<file path="src/hw/rtl/nfcr_pkg.sv">
// Shared types and constants for the frame receiver.
// No dependencies; imported by nfcr_parser and nfc_frame_receiver.
`default_nettype none

package nfcr_pkg;

  localparam logic [1:0] REG_EXPECT_ACK     = 2'd0;
  localparam logic [1:0] REG_EXPECTED_REPLY = 2'd1;
  localparam logic [1:0] REG_MAX_PAYLOAD    = 2'd2;

  localparam logic [3:0] ST_OK        = 4'd0;
  localparam logic [3:0] ST_TIMEOUT   = 4'd1;
  localparam logic [3:0] ST_HEADER    = 4'd2;
  localparam logic [3:0] ST_MISMATCH  = 4'd3;
  localparam logic [3:0] ST_SPACE     = 4'd4;
  localparam logic [3:0] ST_CHECKSUM  = 4'd5;
  localparam logic [3:0] ST_POSTAMBLE = 4'd6;
  localparam logic [3:0] ST_NACK      = 4'd7;
  localparam logic [3:0] ST_BADACK    = 4'd8;

  localparam logic [7:0] DIR_REPLY = 8'hD5;

  typedef struct packed {
    logic        expect_ack;
    logic [7:0]  expected_reply;
    logic [15:0] max_payload;
  } nfcr_cfg_t;

  typedef struct packed {
    logic        is_status;
    logic [7:0]  payload_byte;
    logic [3:0]  status;
    logic [15:0] frame_length;
  } nfcr_res_t;

endpackage

`default_nettype wire

</file>
<file path="src/hw/rtl/nfcr_parser.sv">
// Per-byte frame parser: start code hunt, ACK frames, header checks, payload and trailer.
// Depends on nfcr_pkg for config/result types and status codes.
`default_nettype none

module nfcr_parser (
  input  wire logic               clk,
  input  wire logic               rst_n,
  input  wire logic               accept,
  input  wire logic [7:0]         rx_byte,
  input  wire logic               timeout,
  input  wire nfcr_pkg::nfcr_cfg_t cfg,
  output logic                    res_valid,
  output nfcr_pkg::nfcr_res_t     res
);
  import nfcr_pkg::*;

  localparam logic [3:0] PH_HUNT  = 4'd0;
  localparam logic [3:0] PH_ACK0  = 4'd1;
  localparam logic [3:0] PH_ACK1  = 4'd2;
  localparam logic [3:0] PH_ACK2  = 4'd3;
  localparam logic [3:0] PH_LEN   = 4'd4;
  localparam logic [3:0] PH_LCS   = 4'd5;
  localparam logic [3:0] PH_DIR   = 4'd6;
  localparam logic [3:0] PH_CMD   = 4'd7;
  localparam logic [3:0] PH_XLENH = 4'd8;
  localparam logic [3:0] PH_XLENL = 4'd9;
  localparam logic [3:0] PH_XLCS  = 4'd10;
  localparam logic [3:0] PH_DATA  = 4'd11;
  localparam logic [3:0] PH_DCS   = 4'd12;
  localparam logic [3:0] PH_POST  = 4'd13;

  logic [3:0]  phase_r, phase_nxt;
  logic [7:0]  prev_r, prev_nxt;
  logic [15:0] hlen_r, hlen_nxt;
  logic [15:0] rem_r, rem_nxt;   // pending header status while in header
  logic [7:0]  sum_r, sum_nxt;
  logic [7:0]  held_r, held_nxt;

  logic        fin;
  logic [3:0]  fin_status;
  logic [15:0] fin_len;
  logic        data_hit;
  logic [15:0] cmd_rem;
  logic [15:0] pay_len;

  assign pay_len = hlen_r - 16'd2;

  always_comb begin
    phase_nxt  = phase_r;
    prev_nxt   = prev_r;
    hlen_nxt   = hlen_r;
    rem_nxt    = rem_r;
    sum_nxt    = sum_r;
    held_nxt   = held_r;
    fin        = 1'b0;
    fin_status = ST_OK;
    fin_len    = 16'd0;
    data_hit   = 1'b0;
    cmd_rem    = rem_r;
    if (timeout) begin
      fin        = 1'b1;
      fin_status = ST_TIMEOUT;
    end else begin
      unique case (phase_r)
        PH_ACK0: begin
          held_nxt  = rx_byte;
          phase_nxt = PH_ACK1;
        end
        PH_ACK1: begin
          priority if (held_r == 8'hFF && rx_byte == 8'h00) begin
            held_nxt = 8'(ST_NACK);
          end else if (held_r == 8'h00 && rx_byte == 8'hFF) begin
            held_nxt = 8'(ST_OK);
          end else begin
            held_nxt = 8'(ST_BADACK);
          end
          phase_nxt = PH_ACK2;
        end
        PH_ACK2: begin
          fin        = 1'b1;
          fin_status = (rx_byte != 8'h00) ? ST_BADACK : held_r[3:0];
        end
        PH_LEN: begin
          held_nxt  = rx_byte;
          phase_nxt = PH_LCS;
        end
        PH_LCS: begin
          if (held_r == 8'hFF && rx_byte == 8'hFF) begin
            phase_nxt = PH_XLENH;
          end else begin
            hlen_nxt  = {8'h00, held_r};
            rem_nxt   = ((held_r + rx_byte) != 8'h00) ? 16'(ST_HEADER) : 16'(ST_OK);
            phase_nxt = PH_DIR;
          end
        end
        PH_XLENH: begin
          hlen_nxt  = {rx_byte, 8'h00};
          sum_nxt   = rx_byte;
          phase_nxt = PH_XLENL;
        end
        PH_XLENL: begin
          hlen_nxt  = {hlen_r[15:8], rx_byte};
          sum_nxt   = sum_r + rx_byte;
          phase_nxt = PH_XLCS;
        end
        PH_XLCS: begin
          rem_nxt   = ((sum_r + rx_byte) != 8'h00) ? 16'(ST_HEADER) : 16'(ST_OK);
          phase_nxt = PH_DIR;
        end
        PH_DIR: begin
          if (rem_r == 16'(ST_OK) && rx_byte != DIR_REPLY) rem_nxt = 16'(ST_HEADER);
          phase_nxt = PH_CMD;
        end
        PH_CMD: begin
          if (rem_r == 16'(ST_OK) && rx_byte != cfg.expected_reply) cmd_rem = 16'(ST_MISMATCH);
          priority if (cmd_rem != 16'(ST_OK)) begin
            fin        = 1'b1;
            fin_status = cmd_rem[3:0];
          end else if (hlen_r < 16'd2) begin
            fin        = 1'b1;
            fin_status = ST_HEADER;
          end else if (pay_len > cfg.max_payload) begin
            fin        = 1'b1;
            fin_status = ST_SPACE;
          end else begin
            rem_nxt   = pay_len;
            sum_nxt   = DIR_REPLY + cfg.expected_reply;
            phase_nxt = (pay_len != 16'd0) ? PH_DATA : PH_DCS;
          end
        end
        PH_DATA: begin
          data_hit = 1'b1;
          sum_nxt  = sum_r + rx_byte;
          rem_nxt  = rem_r - 16'd1;
          if (rem_r == 16'd1) phase_nxt = PH_DCS;
        end
        PH_DCS: begin
          held_nxt  = rx_byte;
          phase_nxt = PH_POST;
        end
        PH_POST: begin
          fin = 1'b1;
          priority if ((held_r + sum_r) != 8'h00) begin
            fin_status = ST_CHECKSUM;
          end else if (rx_byte != 8'h00) begin
            fin_status = ST_POSTAMBLE;
          end else begin
            fin_status = ST_OK;
            fin_len    = pay_len;
          end
        end
        default: begin
          if (prev_r == 8'h00 && rx_byte == 8'hFF) begin
            phase_nxt = cfg.expect_ack ? PH_ACK0 : PH_LEN;
            prev_nxt  = 8'hFF;
            rem_nxt   = 16'd0;
            sum_nxt   = 8'h00;
          end else begin
            phase_nxt = PH_HUNT;
            prev_nxt  = rx_byte;
          end
        end
      endcase
    end
    if (fin) begin
      phase_nxt = PH_HUNT;
      prev_nxt  = 8'hFF;
      hlen_nxt  = 16'd0;
      rem_nxt   = 16'd0;
      sum_nxt   = 8'h00;
      held_nxt  = 8'h00;
    end
  end

  always_comb begin
    res_valid        = accept && (fin || data_hit);
    res.is_status    = fin;
    res.payload_byte = fin ? 8'h00 : rx_byte;
    res.status       = fin ? fin_status : ST_OK;
    res.frame_length = fin ? fin_len : 16'd0;
  end

  always_ff @(posedge clk) begin
    if (!rst_n) begin
      phase_r <= PH_HUNT;
      prev_r  <= 8'hFF;
      hlen_r  <= 16'd0;
      rem_r   <= 16'd0;
      sum_r   <= 8'h00;
      held_r  <= 8'h00;
    end else if (accept) begin
      phase_r <= phase_nxt;
      prev_r  <= prev_nxt;
      hlen_r  <= hlen_nxt;
      rem_r   <= rem_nxt;
      sum_r   <= sum_nxt;
      held_r  <= held_nxt;
    end
  end

endmodule

`default_nettype wire

</file>
<file path="src/hw/rtl/nfc_frame_receiver.sv">
// Frame receiver top: config registers, parser and output register with skid.
// Depends on nfcr_pkg and nfcr_parser.
//
// channel | direction | handshake          | payload
// in      | input     | in_valid/in_stall   | in_rx_byte, in_timeout
// out     | output    | out_valid/out_stall | out_is_status, out_payload_byte,
//         |           |                     | out_status, out_frame_length, out_last
// cfg     | input     | cfg_valid/cfg_ready | cfg_index, cfg_data
//
// One beat per cycle while in_stall is low; a result goes to the output register, or to skid if out holds.
// in_stall rises only when the output register and the skid register both hold.
// cfg_ready is always high; writes are registered.
// Synchronous active-low reset clears the parser and the output and skid valid flags and loads config defaults.
`default_nettype none

module nfc_frame_receiver (
  input  wire logic        clk,
  input  wire logic        rst_n,
  input  wire logic        in_valid,
  output logic             in_stall,
  input  wire logic [7:0]  in_rx_byte,
  input  wire logic        in_timeout,
  output logic             out_valid,
  input  wire logic        out_stall,
  output logic             out_is_status,
  output logic [7:0]       out_payload_byte,
  output logic [3:0]       out_status,
  output logic [15:0]      out_frame_length,
  output logic             out_last,
  input  wire logic        cfg_valid,
  output logic             cfg_ready,
  input  wire logic [1:0]  cfg_index,
  input  wire logic [15:0] cfg_data
);
  import nfcr_pkg::*;

  nfcr_cfg_t cfg_r;
  logic      accept;
  logic      res_valid;
  nfcr_res_t res;
  logic      out_valid_r;
  nfcr_res_t out_r;
  logic      skid_valid_r;
  nfcr_res_t skid_r;
  logic      out_pop;

  assign cfg_ready = 1'b1;

  always_ff @(posedge clk) begin
    if (!rst_n) begin
      cfg_r.expect_ack     <= 1'b0;
      cfg_r.expected_reply <= 8'h00;
      cfg_r.max_payload    <= 16'd253;
    end else if (cfg_valid && cfg_ready) begin
      unique case (cfg_index)
        REG_EXPECT_ACK:     cfg_r.expect_ack     <= cfg_data[0];
        REG_EXPECTED_REPLY: cfg_r.expected_reply <= cfg_data[7:0];
        REG_MAX_PAYLOAD:    cfg_r.max_payload    <= cfg_data;
        default:            ;
      endcase
    end
  end

  assign in_stall = skid_valid_r;
  assign accept   = in_valid && !in_stall;

  nfcr_parser u_parser (
    .clk       (clk),
    .rst_n     (rst_n),
    .accept    (accept),
    .rx_byte   (in_rx_byte),
    .timeout   (in_timeout),
    .cfg       (cfg_r),
    .res_valid (res_valid),
    .res       (res)
  );

  assign out_pop = out_valid_r && !out_stall;

  always_ff @(posedge clk) begin
    if (!rst_n) begin
      out_valid_r  <= 1'b0;
      skid_valid_r <= 1'b0;
    end else if (skid_valid_r) begin
      if (out_pop) begin
        out_r        <= skid_r;
        skid_valid_r <= 1'b0;
      end
    end else if (!out_valid_r || out_pop) begin
      out_valid_r <= res_valid;
      out_r       <= res;
    end else if (res_valid) begin
      skid_r       <= res;
      skid_valid_r <= 1'b1;
    end
  end

  assign out_valid        = out_valid_r;
  assign out_is_status    = out_r.is_status;
  assign out_payload_byte = out_r.payload_byte;
  assign out_status       = out_r.status;
  assign out_frame_length = out_r.frame_length;
  assign out_last         = out_r.is_status;

  a_skid_implies_out: assert property (@(posedge clk) disable iff (!rst_n)
    skid_valid_r |-> out_valid_r)
    else $error("skid holds a beat while output register is empty");

  a_skid_drains: assert property (@(posedge clk) disable iff (!rst_n)
    skid_valid_r && !out_stall |=> out_valid_r && !skid_valid_r)
    else $error("skid beat not moved to output");

  a_data_fields_zero: assert property (@(posedge clk) disable iff (!rst_n)
    out_valid_r && !out_r.is_status |-> out_r.status == ST_OK && out_r.frame_length == 16'd0)
    else $error("payload beat carries status fields");

  a_len_only_ok: assert property (@(posedge clk) disable iff (!rst_n)
    out_valid_r && out_r.status != ST_OK |-> out_r.frame_length == 16'd0)
    else $error("error status with nonzero length");

  a_status_range: assert property (@(posedge clk) disable iff (!rst_n)
    out_valid_r |-> out_r.status <= ST_BADACK)
    else $error("status code out of range");

endmodule

`default_nettype wire
</file>
<file path="config.mk">
export PLATFORM = sky130hd
export DESIGN_NAME = nfc_frame_receiver
export DESIGN_NICKNAME = d
export VERILOG_FILES = /design/src/hw/rtl/nfcr_pkg.sv /design/src/hw/rtl/nfcr_parser.sv /design/src/hw/rtl/nfc_frame_receiver.sv
export SDC_FILE = /design/constraint.sdc
export NUM_CORES = 1
export LEC_CHECK = 0
export ABC_AREA = 1
export BUFFER_PORTS_ARGS = -buffer_cell sky130_fd_sc_hd__clkbuf_2
export CAP_MARGIN = 20
export CORE_ASPECT_RATIO = 0.9
export CORE_MARGIN = 8
export CORE_UTILIZATION = 60
export DETAILED_ROUTE_END_ITERATION = 7
export PLACE_DENSITY = 0.87
export SYNTH_ARGS = -nofsm -noshare
export SYNTH_HDL_FRONTEND = slang
export SYNTH_SLANG_ARGS = --single-unit
</file>
<file path="constraint.sdc">
create_clock -name clk -period 15.1 [get_ports clk]
set_input_delay 1.51 -clock clk [delete_from_list [all_inputs] [get_ports clk]]
set_output_delay 1.51 -clock clk [all_outputs]
set_load 0.005 [all_outputs]
</file>
---- Word-level counts from Yosys, hierarchy flattened ----
Index checks and enable logic that the tools add are counted.
operators by class
  order comparisons ....................... 2
  bitwise gates (word level) .............. 2
  equal/unequal tests ..................... 33
  reductions and logical operators ........ 50
  multiplexer cells ....................... 74
  add/sub/neg operators ................... 6
operator list
  kind                                                                            number
  16-bit two-way mux                                                              19
  8-bit two-way mux                                                               14
  16-bit one-hot mux with 6 select lines                                          1
  29-bit two-way mux                                                              3
  4-bit two-way mux                                                               15
  16-bit one-hot mux with 3 select lines                                          1
  4-bit one-hot mux with 12 select lines                                          1
  8-bit one-hot mux with 4 select lines                                           1
  16-bit nonzero test                                                             2
  8-bit nonzero test                                                              4
  8-bit adder                                                                     3
  4-bit equality test (second input constant)                                     6
  8-bit logical NOT                                                               3
  16-bit by 1-bit equality test with 1-bit output (second input constant)         1
  4-bit by 3-bit equality test with 1-bit output (second input constant)          4
  8-bit equality test (second input constant)                                     2
  16-bit > comparator                                                             1
  16-bit logical NOT                                                              1
  16-bit by 2-bit less-than comparator with 1-bit output (second input constant)  1
  8-bit one-hot mux with 2 select lines                                           1
  16-bit by 1-bit subtractor with 16-bit output (second input constant)           1
  16-bit by 2-bit subtractor with 16-bit output (second input constant)           1
  2-bit by 1-bit inequality test with 1-bit output (second input constant)        7
  7-bit AND reduction                                                             2
  34 further kinds                                                                72
word-level totals
  output and inout bits ................... 33
  flip-flop bits (word level) ............. 145

---- Longest topological paths before layout ----
  depth after elaboration ................. 14
  gate-level depth with buffers ........... 24
  depth with buffers taken out ............ 23

---- By module ----
A second synthesis with hierarchy kept.
unflattened totals
  cells, all modules ...................... 1336
  area total of the unflattened synthesis .. 9400.3 um2
by module, submodules not included
  module              area an instance (um2)  cells an instance  instances
  nfcr_parser         6144.6                  1016               1
  nfc_frame_receiver  3255.6                  320                1

---- Worst setup path before layout ----
No wires, ideal clock.
  path kind ............................... input-to-reg
  start ................................... input port in_rx_byte[7]
  end ..................................... register skid_r[0] (netlist name), enable pin
  arrival ................................. 4422 ps
  setup slack ............................. 10225 ps
  cell stages on the path ................. 11
  data required time ...................... 14647 ps
  library setup time ...................... 453 ps
  cells stage by stage .................... clkbuf_1 xnor2_1 nand2_1 nor2_1 nand2_1 nand2_1 nand3_2 nand2_4 nand3_1 nand2_1 nor3_1
on the way
  word-level cells in the longest chain between the ends .. 12
ends and longest elaborated chain
  element                                line                      RTL
  start, declared                        nfc_frame_receiver.sv:21  input wire logic [7:0] in_rx_byte,
  8-bit inequality test                  nfcr_parser.sv:115        if (rem_r == 16'(ST_OK) && rx_byte != cfg.expected_reply) cmd_rem = 16'(ST_MISMATCH);
  1-bit logical AND                      nfcr_parser.sv:115
  16-bit two-way mux                     nfcr_parser.sv:115
  16-bit two-way mux                     nfcr_parser.sv:64         unique case (phase_r)
  16-bit two-way mux                     nfcr_parser.sv:60         if (timeout) begin
  16-bit nonzero test                    nfcr_parser.sv:116        priority if (cmd_rem != 16'(ST_OK)) begin
  1-bit two-way mux                      nfcr_parser.sv:116
  1-bit one-hot mux with 2 select lines  nfcr_parser.sv:64
  1-bit two-way mux                      nfcr_parser.sv:60
  1-bit logical OR                       nfcr_parser.sv:176        res_valid = accept && (fin || data_hit);
  1-bit logical AND                      nfcr_parser.sv:176
  4-bit AND reduction (no line)          --
  end signal, assigned                   nfc_frame_receiver.sv:93  skid_r <= res;
  end, declared                          nfc_frame_receiver.sv:44  nfcr_res_t skid_r;
Every way passes these cells. The select of a mux whose other input is x is not followed.
A chain may end at the register's enable or synchronous reset.

---- Final worst setup path ----
  start ................................... register u_parser.hlen_r[1]
  end ..................................... register u_parser.prev_r[2]
on the way
  word-level cells in the longest chain between the ends .. 9
ends and longest elaborated chain
  element                                                     line                RTL
  start, declared                                             nfcr_parser.sv:34   logic [15:0] hlen_r, hlen_nxt;
  start signal, assigned                                      nfcr_parser.sv:194  hlen_r <= hlen_nxt;
  16-bit by 2-bit subtractor with 16-bit output               nfcr_parser.sv:46   assign pay_len = hlen_r - 16'd2;
  16-bit > comparator                                         nfcr_parser.sv:122  end else if (pay_len > cfg.max_payload) begin
  1-bit two-way mux                                           nfcr_parser.sv:122
  1-bit two-way mux *                                         nfcr_parser.sv:119  end else if (hlen_r < 16'd2) begin
  1-bit two-way mux *                                         nfcr_parser.sv:116
  1-bit one-hot mux with 2 select lines *                     nfcr_parser.sv:64
  1-bit two-way mux *                                         nfcr_parser.sv:60
  2-bit by 1-bit inequality test with 1-bit output (no line)  --
  3-bit AND reduction (no line)                               --
  end signal, assigned                                        nfcr_parser.sv:193  prev_r <= prev_nxt;
  end, declared                                               nfcr_parser.sv:33   logic [7:0] prev_r, prev_nxt;
Mark *: on every way between the ends. The rest lies on a longest branch, timed or not.

==> impl_metrics.yaml <==
sta:
  fin_skew_ns: 0.009315
  setup_viol: 0
  drv_slew: 0
  worst_pin_slew_ns: 1.043
  grt_setup_unrepaired: "no"
  layout_min_cycle_time_ns: 4.908
  max_freq_mhz: 203.8
  slew_headroom_pct: 30.23
  post-route-period-util_pct: 32.50
  final_hold_viol_count: 0
  finalHoldWorstSlack_ns: 0.4686
  fin_setup_tns_ns: 0
routing:
  drt_wl_total_mm: 27.98
  vias: 9744
  first_iter_violations: 1246
  routed_via_density: 5.790
  ant_nets: 0
  drc_errors: 0
  wl_per_cell_um: 16.63
  drtPass1Iterations: 6
yosys:
  synthMuxAreaShare_pct: 0
  synth_flop_cell: "dfxtp_1"
  yosysTopAreaCell: "dfxtp_1"
  async_flop_share_pct: 0
  synth_edf_count: 58
  ys_types: 49
  synth_top_area_share_pct: 18.16
  synthAdderAreaFrac_pct: 6.106
  syn_nets: 1495
  post_synth_inst_count: 1418
  synth_area_per_cell_um2: 6.762
  synth_compound_area_share_pct: 11.03
  synth_xor_area_share_pct: 2.649
  synthSimpleGateAreaFrac_pct: 34.72
  synth.area.top_cells: "dfxtp_1 18%, edfxtp_1 18%, nand2_1 14%"
  synth_top_family_by_area: "simple AND/OR/NAND/NOR gates"
  synth_seq_cells: 145
  seq_area_frac_synth_pct: 36.33
  synth_area_mm2: 0.009589
  synth_warnings: 0
grt:
  grt_pass1_vias: 8970
  grt_max_degree: 80
  grt-ovfl-total: 0
  grt_use_total_pct: 27.62
  antenna_found_initial: 0
  grt_pass1_wl_mm: 44.78
floorplanning:
  die_h_um: 135.9
  core_mm2: 0.01591
  die_area_mm2: 0.02029
  initial_core_util_pct: 60.27
  std_cell_rows: 44
  fp.dieW_um: 149.3
  ios: 65
critical_path:
  cp_max_fo: 34
  startpoint_type: "register"
  r2r_start: "u_parser.hlen_r[1]"
  rr_endpoint: "u_parser.prev_r[2]"
  r2r_cells: 21
  cp-end-kind: "register"
  crit_arrival_ns: 5.18
  worst_ep_required_time_ns: 15.37
  critical_path_class: "reg -> reg"
  regToRegSetupSlack_ns: 10.19
final_layout:
  fin_nets: 1540
  antenna_cells: 0
  area_growth_syn_to_layout_pct: 11.19
  drive_above_1_share_pct: 9.214
  utilization_pct: 67.02
  fin_cells: 1683
power:
  p_leak_uw: 0.005034
  power.density_mw_per_mm2: 108.2
  vdd_ir_drop_max_mv: 0.08562
clocking:
  clock-root-buffer: "clkbuf_16"
  tritoncts: "done"
  clkLatencyLatePin_ns: 0.44
  numCtsBuffers: 17
  clock_sinks: 145
  hold_buffers: 0
  clk_path_buf_depth: 2
  path_clk_slew_ns: 0.06
  cts_max_level: 4
  cts_resized: 0
  cts_setup_buffers: 0
min_path:
  whs_endpoint: "cfg_r[11]"
  worstHoldPathType: "reg -> reg"
  hold_depth: 2
  min_from: "cfg_r[11]"
run:
  max-cap-violations: 0
placement:
  dp_cells: 1649
  detailed_place_hpwl_mm: 20.48
  routabilityCongestion: 0.9744
  portBuffers: 63
outcome:
  status: "finished, final reports clean"
worst max path at each step:
stage / startpoint / to / slack (ns) / cells past startpoint
6_report: u_parser.hlen_r[1] / u_parser.prev_r[2] / 10.19 / 21
5_1_grt: u_parser.hlen_r[1] / u_parser.prev_r[2] / 9.80 / 21
4_1_cts: u_parser.hlen_r[1] / u_parser.prev_r[2] / 10.31 / 21
3_5_place_dp: u_parser.hlen_r[1] / u_parser.prev_r[2] / 10.40 / 20
3_3_place_gp: u_parser.hlen_r[1] / u_parser.prev_r[2] / 10.60 / 20
2_1_floorplan: in_rx_byte[7] / skid_r[0] / 10.22 / 11
critical path, cell delays in order (launching register included):
cell	delay [ns]
dfxtp_1	0.35
inv_1	0.21
ha_1	0.23
nand2_1	0.15
nor2_1	0.20
nand3_1	0.11
nand2_1	0.17
inv_1	0.08
ha_1	0.29
nand2_1	0.08
nor2_1	0.17
nand2_1	0.08
inv_1	0.13
a31oi_2	0.13
a21oi_4	0.64
nand2_4	0.38
inv_2	0.60
nand2_1	0.11
nand2_1	0.29
inv_2	0.14
nand2_1	0.10
nand3_1	0.09
area by class of cell:
cell class / instances / area [um2]
Fill cell: 1383 / 5248
Multi-Input combinational cell: 1047 / 5241
Sequential cell: 145 / 3483
Inverter: 180 / 675.6
Clock buffer: 19 / 432.9
Timing Repair Buffer: 72 / 395.4
Tap cell: 207 / 259.0
Clock inverter: 13 / 175.2
placed cells by master (no fill, tap or decap), drive strengths merged, types with 18 or more instances in the layout:
| master | Yosys | routed |
|---|---|---|
| nand2 | 369 | 369 |
| nor2 | 230 | 230 |
| inv | 178 | 183 |
| nand3 | 117 | 117 |
| a21oi | 101 | 101 |
| dfxtp | 87 | 87 |
| clkbuf | 26 | 82 |
| edfxtp | 58 | 58 |
| o21ai | 49 | 49 |
| ha | 42 | 42 |
| nand4 | 40 | 40 |
| nor3 | 18 | 18 |
kinds of logic after synthesis:
family | after synthesis
compound gates | 188
xor+xnor | 29
flops | 145
buf+inv | 226
simple gates | 784
fa+ha+maj | 45
other cells | 1
cell usage after synthesis (all sizes together), types with 5 or more instances:
library cell and instances:
o22ai 7, nor2 230, nand4 40, inv 178
clkbuf 26, xor2 17, nor3 18, a21oi 101
edfxtp 58, ha 42, o21ai 49, buf 20
nand3b 5, nand2 369, nand3 117, o211ai 11
xnor2 12, dfxtp 87, a31oi 5
sequential cells by signal (all words and copies together), names as in the netlist:
register	count
out_valid	1
u_parser.rem_r	16
out_payload_byte	8
u_parser.held_r	8
u_parser.prev_r	8
out_status	4
cfg_r	25
out_frame_length	16
u_parser.phase_r	4
u_parser.sum_r	8
out_is_status	1
in_stall	1
u_parser.hlen_r	16
skid_r	29
routing by layer:
layer	global-route usage, %	wire length, um	up-vias
li1	-	-	4730
met1	37.33	12250	4444
met2	43.65	12380	507
met3	5.724	2694	63
met4	8.347	652	0
met5	0	0	-
metrics by stage:
stage | instance area, um2 | setup slack [ns] | total power (uW)
floorplan | 9589 | 10.22 | 636.3
global placement | 10030 | 10.60 | 701.3
detailed placement | 10030 | 10.40 | 707.9
CTS | 10640 | 10.31 | 1147
global route | 10660 | 9.801 | 1205
finish | 10660 | 10.19 | 1154
report_power, final:
| group | total [uW] | leakage (uW) | internal (uW) | switching [uW] |
|---|---|---|---|---|
| combinational | 263 | 0.00350 | 84.8 | 178 |
| sequential | 448 | 0.00123 | 428 | 19.8 |
| clock | 443 | 0.000300 | 264 | 179 |
Note: power is estimated with default switching activity, not from simulation.
